===== config.mk =====
export PLATFORM = sky130hd
export DESIGN_NAME = siq_ctrl
export DESIGN_NICKNAME = d
export VERILOG_FILES = /design/src/sorted_insert_queue_with_rollback_assert.svh /design/src/siq_pkg.sv /design/src/siq_ctrl.sv
export SDC_FILE = /design/constraint.sdc
export NUM_CORES = 1
export LEC_CHECK = 0
export ABC_AREA = 1
export BUFFER_PORTS_ARGS = -buffer_cell sky130_fd_sc_hd__clkbuf_2
export CORE_AREA = 4 4 41 43
export CTS_CLUSTER_SIZE = 30
export DETAILED_ROUTE_END_ITERATION = 10
export DIE_AREA = 0 0 45 47
export PLACE_DENSITY = 0.54
export SETUP_SLACK_MARGIN = 0.3
export SLEW_MARGIN = 20
export SYNTH_ARGS = -nofsm -noshare
export SYNTH_HDL_FRONTEND = slang
export SYNTH_SLANG_ARGS = --single-unit

===== constraint.sdc =====
create_clock -name i_clk -period 1.6 [get_ports i_clk]
set_clock_uncertainty 0.2 [all_clocks]
set_input_delay 0.08 -clock i_clk [delete_from_list [all_inputs] [get_ports i_clk]]
set_output_delay 0.08 -clock i_clk [all_outputs]
set_load 0.005 [all_outputs]

===== src/sorted_insert_queue_with_rollback_assert.svh =====
// ----------------------------------------------------------------------------
// sorted insert queue assertion macros
// concurrent assertion helpers shared by the queue top level
// ----------------------------------------------------------------------------
`ifndef SORTED_INSERT_QUEUE_WITH_ROLLBACK_ASSERT_SVH
`define SORTED_INSERT_QUEUE_WITH_ROLLBACK_ASSERT_SVH

// antecedent implies consequent in the same cycle
`define SIQ_ASSERT_SAME(lbl, clk, rst_n, ante, cons) \
    lbl: assert property (@(posedge clk) disable iff (!rst_n) (ante) |-> (cons)) \
        else $error("same-cycle assertion failed");

// antecedent implies consequent in the next cycle
`define SIQ_ASSERT_NEXT(lbl, clk, rst_n, ante, cons) \
    lbl: assert property (@(posedge clk) disable iff (!rst_n) (ante) |=> (cons)) \
        else $error("next-cycle assertion failed");

`endif


===== src/siq_pkg.sv =====
// ----------------------------------------------------------------------------
// siq_pkg
// shared types, codes and bus layout of the sorted insert queue
// ----------------------------------------------------------------------------
package siq_pkg;

    localparam int DEF_QUEUE_DEPTH = 256;

    localparam int KIND_W = 3;
    localparam int STATUS_W = 2;
    localparam int RIDX_W = 9;
    localparam int POS_W = 8;
    localparam int IN_TDATA_W = 200;
    localparam int OUT_TDATA_W = 216;

    // transaction kinds
    localparam logic [KIND_W-1:0] KIND_PUSH = 3'd0;
    localparam logic [KIND_W-1:0] KIND_POP = 3'd1;
    localparam logic [KIND_W-1:0] KIND_PEEK = 3'd2;
    localparam logic [KIND_W-1:0] KIND_BACKUP = 3'd3;
    localparam logic [KIND_W-1:0] KIND_RESTORE = 3'd4;

    // result status
    localparam logic [STATUS_W-1:0] ST_OK = 2'd0;
    localparam logic [STATUS_W-1:0] ST_FULL = 2'd1;
    localparam logic [STATUS_W-1:0] ST_EMPTY = 2'd2;

    // read address select
    localparam logic [1:0] RD_HEAD = 2'd0;
    localparam logic [1:0] RD_POS_M1 = 2'd1;
    localparam logic [1:0] RD_POS_M2 = 2'd2;

    typedef struct packed {
        logic [31:0] stamp;
        logic [31:0] payload;
        logic [31:0] key;
        logic [15:0] rule;
    } t_entry;

    typedef struct packed {
        logic       cap;
        logic       rd_en;
        logic [1:0] rd_sel;
        logic       shift;
        logic       ins;
        logic       grab;
        logic       upd;
        logic       load;
    } t_cmd;

    typedef struct packed {
        logic is_push;
        logic is_rd;
        logic full;
        logic empty;
        logic sorted;
        logic can_scan;
        logic scan_more;
        logic key_gt;
        logic out_busy;
    } t_sts;

endpackage


===== src/siq_ctrl.sv =====
// ----------------------------------------------------------------------------
// siq_ctrl
// sequencer for one queue transaction at a time: decode, key scan, insert,
// head read, state update and hand-off to the output register
// ----------------------------------------------------------------------------
module siq_ctrl
    import siq_pkg::*;
(
    input  logic i_clk,
    input  logic i_rst_n,
    input  logic i_in_valid,
    output logic o_in_ready,
    input  t_sts i_sts,
    output t_cmd o_cmd
);

    localparam logic [2:0] S_IDLE = 3'd0;
    localparam logic [2:0] S_DEC = 3'd1;
    localparam logic [2:0] S_SCAN = 3'd2;
    localparam logic [2:0] S_INS = 3'd3;
    localparam logic [2:0] S_RDW = 3'd4;
    localparam logic [2:0] S_UPD = 3'd5;
    localparam logic [2:0] S_FIN = 3'd6;

    logic [2:0] r_state;
    logic [2:0] n_state;

    always_ff @(posedge i_clk) begin
        if (!i_rst_n) begin
            r_state <= S_IDLE;
        end else begin
            r_state <= n_state;
        end
    end

    always_comb begin
        n_state = r_state;
        o_cmd = '0;
        o_in_ready = 1'b0;
        case (r_state)
            S_IDLE: begin
                o_in_ready = 1'b1;
                if (i_in_valid) begin
                    o_cmd.cap = 1'b1;
                    n_state = S_DEC;
                end
            end
            S_DEC: begin
                if (i_sts.is_push) begin
                    if (i_sts.full) begin
                        n_state = S_UPD;
                    end else if (i_sts.sorted && i_sts.can_scan) begin
                        o_cmd.rd_en = 1'b1;
                        o_cmd.rd_sel = RD_POS_M1;
                        n_state = S_SCAN;
                    end else begin
                        n_state = S_INS;
                    end
                end else if (i_sts.is_rd) begin
                    if (i_sts.empty) begin
                        n_state = S_UPD;
                    end else begin
                        o_cmd.rd_en = 1'b1;
                        o_cmd.rd_sel = RD_HEAD;
                        n_state = S_RDW;
                    end
                end else begin
                    n_state = S_UPD;
                end
            end
            S_SCAN: begin
                if (i_sts.key_gt) begin
                    o_cmd.shift = 1'b1;
                    if (i_sts.scan_more) begin
                        o_cmd.rd_en = 1'b1;
                        o_cmd.rd_sel = RD_POS_M2;
                    end else begin
                        n_state = S_INS;
                    end
                end else begin
                    n_state = S_INS;
                end
            end
            S_INS: begin
                o_cmd.ins = 1'b1;
                n_state = S_UPD;
            end
            S_RDW: begin
                o_cmd.grab = 1'b1;
                n_state = S_UPD;
            end
            S_UPD: begin
                o_cmd.upd = 1'b1;
                n_state = S_FIN;
            end
            S_FIN: begin
                if (!i_sts.out_busy) begin
                    o_cmd.load = 1'b1;
                    n_state = S_IDLE;
                end
            end
            default: begin
                n_state = S_IDLE;
            end
        endcase
    end

endmodule


After elaboration in Yosys (flattened, before gate mapping)
Cells that the tools add are included.
- input bits: 12
- register bits after elaboration: 3
- multiplexer cells: 27
- eq/ne operators: 9
- reduce and logical (&&, ||, !) cells: 4
- operators by type and width (cell ; count):
    $mux 3 ; 12
    $pmux 3 s6 ; 1
    $mux 1 ; 12
    $eq 3x3->1 const B ; 3
    $eq 3x2->1 const B ; 2
    $pmux 3 s2 ; 1
    $mux 4 ; 1
    $ne 2x2->1 const B ; 2
    $eq 3x1->1 const B ; 1
    $logic_not 3->1 ; 1
    $ne 3x3->1 const B ; 1
    $reduce_and 3->1 ; 1
    $reduce_or 2->1 ; 1
    $logic_and 1x1->1 ; 1

Logic depth before layout (Yosys ltp)
- depth in word-level cells: 5
- gate-level depth with buffers: 7

Worst setup path before layout
Ideal clock, no wire load.
- path kind: register to register
- from: reg r_state[2]
- to: reg r_state[0]
- buffers on the path: 1
- data required time: 1.289 ns
- path slack: 0.447 ns
- cell stages (with the launch flop): 8
- arrival: 0.842 ns
- path through: dfxtp_1 > buf_6 > inv_2 > nand3_2 > nor2_4 > nor2_2 > nand2_1 > nor2_1
- longest elaborated chain between the ends: 3
- elaborated cells between the ends (all ways): 13
- classes of those cells: eq/ne: 9; mux: 1; reduce/logical: 3
- RTL lines (item ; RTL line ; text):
    start: declaration ; siq_ctrl.sv:25 ; logic [2:0] r_state;
    start signal: assignment ; siq_ctrl.sv:32 ; r_state <= n_state;
    $eq 3x3->1, or another cell as far along ; siq_ctrl.sv:40 ; case (r_state)
    $reduce_or 2->1 (no line), or another cell as far along ; -- ;
    $pmux 3 s6 or $reduce_and 3->1 (tied branches) ; -- ;
Parallel ways exist; a longest one is shown, timed or not.
A chain may end at the register's enable or synchronous reset.

==> impl_results.rst <==
.. list-table::
   :header-rows: 1

   * - Metric
     - Value
   * - Share of synthesized area occupied by flip-flops and latches
     - 18.8%
   * - Aggregate negative setup slack
     - 0 ns
   * - Wire length of the first global-routing pass
     - approximately 1700 um
   * - Io pins
     - 22
   * - Most common library cell in the layout ignoring fill and taps
     - sky130_fd_sc_hd__clkbuf_2
   * - Number of input and output port buffers inserted
     - 21
   * - Number of antenna violations at the first check in global routing
     - 0
   * - R2R setup slack
     - about 0.31 ns
   * - Critical path type
     - reg -> out
   * - Detailed Route WL
     - around 1200 um
   * - Final hold violation count
     - 0
   * - Slew @ Worst Pin
     - 0.320 ns
   * - TritonCTS clock tree
     - built
   * - Detail-routed via count per cell
     - about 4.3
   * - Kind of start point of the critical path
     - flop
   * - Violation count after the first detailed-routing iteration
     - 4
   * - Crit-path max FO
     - 6
   * - Syn Area/Cell
     - about 5.8 um^2
   * - Largest net degree at the start of global routing
     - 7
   * - Insertion delay to the later sink of the worst-skew pair
     - roughly 0.24 ns
   * - Startpoint of the lowest-slack hold path
     - i_in_valid
   * - Largest delay contributor family on the critical path
     - flip-flops
   * - Die height
     - roughly 47 um
   * - Number of synthesized flops with an enable pin
     - 0
   * - Register bit count reported by yosys
     - 3
   * - Cell count after synthesis
     - 55
   * - Min-Delay Path Class
     - in -> reg
   * - Layout cells sized above 1
     - ~67%
   * - Wire length per cell after detailed routing
     - ~11 um
   * - Drt first pass iters
     - 4
   * - Number of buffer and inverter stages on the critical path
     - 2
   * - Number of flip-flops in the largest register
     - 3
   * - Count of vias placed by the detailed router
     - around 460
   * - Detailed placement HPWL
     - a little over 700 um
   * - Synth unique cells
     - 18
   * - Cell chain of the critical path
     - inv_4 -> nand3_4 -> nor3_2 -> buf_2
   * - Unrepaired setup endpoints after global routing
     - yes
   * - Antenna cell count
     - 0
   * - Routability cong.
     - slightly below 0.8
   * - Run status
     - completed
   * - Top area cells in the synthesized netlist
     - sky130_fd_sc_hd__dfxtp_1 (19%), sky130_fd_sc_hd__inv_1 (13%), sky130_fd_sc_hd__nand2_1 (13%), sky130_fd_sc_hd__nor2_1 (11%), sky130_fd_sc_hd__nand3_2 (9.4%)
   * - Clock period minus worst slack
     - between 1 and 1.5 ns
   * - Clock tree buffer depth
     - 2
   * - Max Clock Freq
     - between 700 and 800 MHz
   * - Post-route fraction of the period consumed by the critical path
     - between 80 and 90%
   * - Count of nets left with antenna violations after detail routing
     - 0
   * - Total number of clock tree sinks
     - 3
   * - Ratio of total power to cell area
     - 1560 mW/mm^2
   * - Cell type with the highest aggregate area in the netlist
     - sky130_fd_sc_hd__dfxtp_1
   * - Number of cells traversed by the worst register-to-register path
     - 8
   * - Number of maximum-capacitance violations
     - 0
   * - Static leakage power
     - 0.387 nW
   * - Post-synth net total
     - 67
   * - Leading register cell type out of synthesis
     - sky130_fd_sc_hd__dfxtp_1
   * - Leftover overflow at the end of global routing
     - 0
   * - Post-route DRC
     - 0
   * - Layout-stage area growth over the synthesis result
     - 112%
   * - Post-CTS clock slew at the launch and capture registers of the worst setup and hold paths
     - ~0.04 ns
   * - Proportion of synthesized flip-flops having asynchronous set or reset
     - 0%
   * - Hold EP
     - r_state[1]
   * - Critical Path AT
     - 1.13 ns
   * - Cell Rows
     - 13
   * - Die area
     - ~0.0021 mm^2
   * - Number of setup violations in the final report
     - 0
   * - Core Box Area
     - 0.00130 mm^2
   * - Slowest cell on the critical path
     - sky130_fd_sc_hd__dfxtp_4
   * - Clock H-tree levels
     - 1
   * - Peak supply drop
     - between 700 and 800 uV
   * - Registers with the most flip-flops
     - r_state x3
   * - Crit path capture type
     - primary output
   * - Startpoint of the worst-slack reg-to-reg timing path
     - r_state[1]
   * - Worst Hold Depth
     - 5
   * - Fill cell total of the finished layout
     - 130
   * - All-layer global routing usage
     - a little under an eighth
   * - Capturing point of the worst reg2reg path
     - r_state[0]
   * - Width of the die
     - 45 um
   * - Initial standard-cell utilization of the core
     - about 25%
   * - Max-slew violations
     - 0
   * - Via count of the first global-routing pass
     - about 420
   * - Register with the highest flop count
     - r_state
   * - Number of buffers created by CTS
     - 3
   * - Final net count
     - 106
   * - Netlist area before placement
     - roughly 320 um^2
   * - Synth warn
     - 0
   * - Area share of the largest cell type after synthesis
     - a little under a fifth
   * - Worst endpoint required time
     - 1.32 ns
   * - Headroom to the max-slew limit
     - about four fifths
   * - Max incr delay on CP
     - roughly 0.38 ns
   * - Final core occ
     - a little over half
   * - Cell at the root of the clock tree
     - sky130_fd_sc_hd__clkbuf_4
   * - Commonest non-fill, non-tap cells in the layout
     - sky130_fd_sc_hd__clkbuf_2 (17), sky130_fd_sc_hd__inv_1 (9), sky130_fd_sc_hd__buf_4 (9)
-- layer usage --
layer / GRT usage, % / share of wire (%)
met5: 0 / 0
met4: 0 / 0
met3: 7.28 / 9.3
met2: 22.3 / 51
met1: 11.1 / 40
-- power by group --
group	switching (W)	internal (W)	leakage [nW]
Combinational	0.000343	0.000349	0.346
Clock	0.0000438	0.0000938	0.0150
Sequential	0.0000955	0.000131	0.0267
-- tightest hold or removal path, stage by stage --
cell and delay [ns]:
sky130_fd_sc_hd__clkbuf_2 0.07, sky130_fd_sc_hd__inv_1 0.05, sky130_fd_sc_hd__nand3_2 0.08, sky130_fd_sc_hd__nand2_1 0.06, sky130_fd_sc_hd__a21oi_2 0.09
-- repair_timing --
item | 4_1_cts | 5_1_grt
hold buffers | 2 | 0
setup buffers | 8 | 4
hold endpoints to repair | 3 | 0
pin swaps | 5 | 7
resized for setup | 19 | 18
endpoints found under the setup margin | 9 | 11
-- cells in the mapped netlist (2+ instances only) --
cell type	count
sky130_fd_sc_hd__nor2_2	2
sky130_fd_sc_hd__inv_1	11
sky130_fd_sc_hd__nand2_1	11
sky130_fd_sc_hd__nand3_2	3
sky130_fd_sc_hd__nor2_1	9
sky130_fd_sc_hd__dfxtp_1	3
sky130_fd_sc_hd__inv_2	2
sky130_fd_sc_hd__nand3_1	3
sky130_fd_sc_hd__nor3_1	2
-- per-stage QoR --
step | hold WS, ns | setup WS [ns] | total power, W | instances | cell area, um^2
after detailed placement | 0.127 | 0.291 | 0.000552 | 90 | 432
after global placement | 0.128 | 0.262 | 0.000557 | 90 | 432
after CTS | 0.0363 | 0.227 | 0.000913 | 104 | 593
after global routing | 0.0757 | 0.147 | 0.00114 | 108 | 677
after floorplan | -0.00467 | 0.447 | 0.000454 | 55 | 319
final | 0.0356 | 0.189 | 0.00106 | 108 | 677
-- layout make-up --
cell class                      count  area (um^2)  area share (%)
Multi-Input combinational cell     38          273            40.3
Timing Repair Buffer               35          226            33.5
Clock buffer                        4         26.3            3.88
Sequential cell                     3         71.3            10.5
Inverter                           13         61.3            9.06
Tap cell                           15         18.8            2.77
-- cell families (layout without fill, tap and decap cells) --
logic type,count (synthesis),in the layout,synth area share [%]
buffers and inverters,14,52,18.8
DFF,3,3,18.8
and+or+nand+nor,34,34,54.1
AOI/OAI and AO/OA,4,4,8.23
-- worst max-delay path by stage --
stage	to	cells past startpoint	slack, ns	from
after floorplan	r_state[0]	7	0.45	r_state[2]
after global placement	o_cmd[0]	3	0.26	r_state[2]
after detailed placement	o_cmd[0]	3	0.29	r_state[2]
after CTS	o_cmd[7]	5	0.23	r_state[1]
after global routing	o_cmd[5]	4	0.15	r_state[1]
final	o_cmd[5]	4	0.19	r_state[1]
No activity file was read; power rests on OpenSTA's default activity.
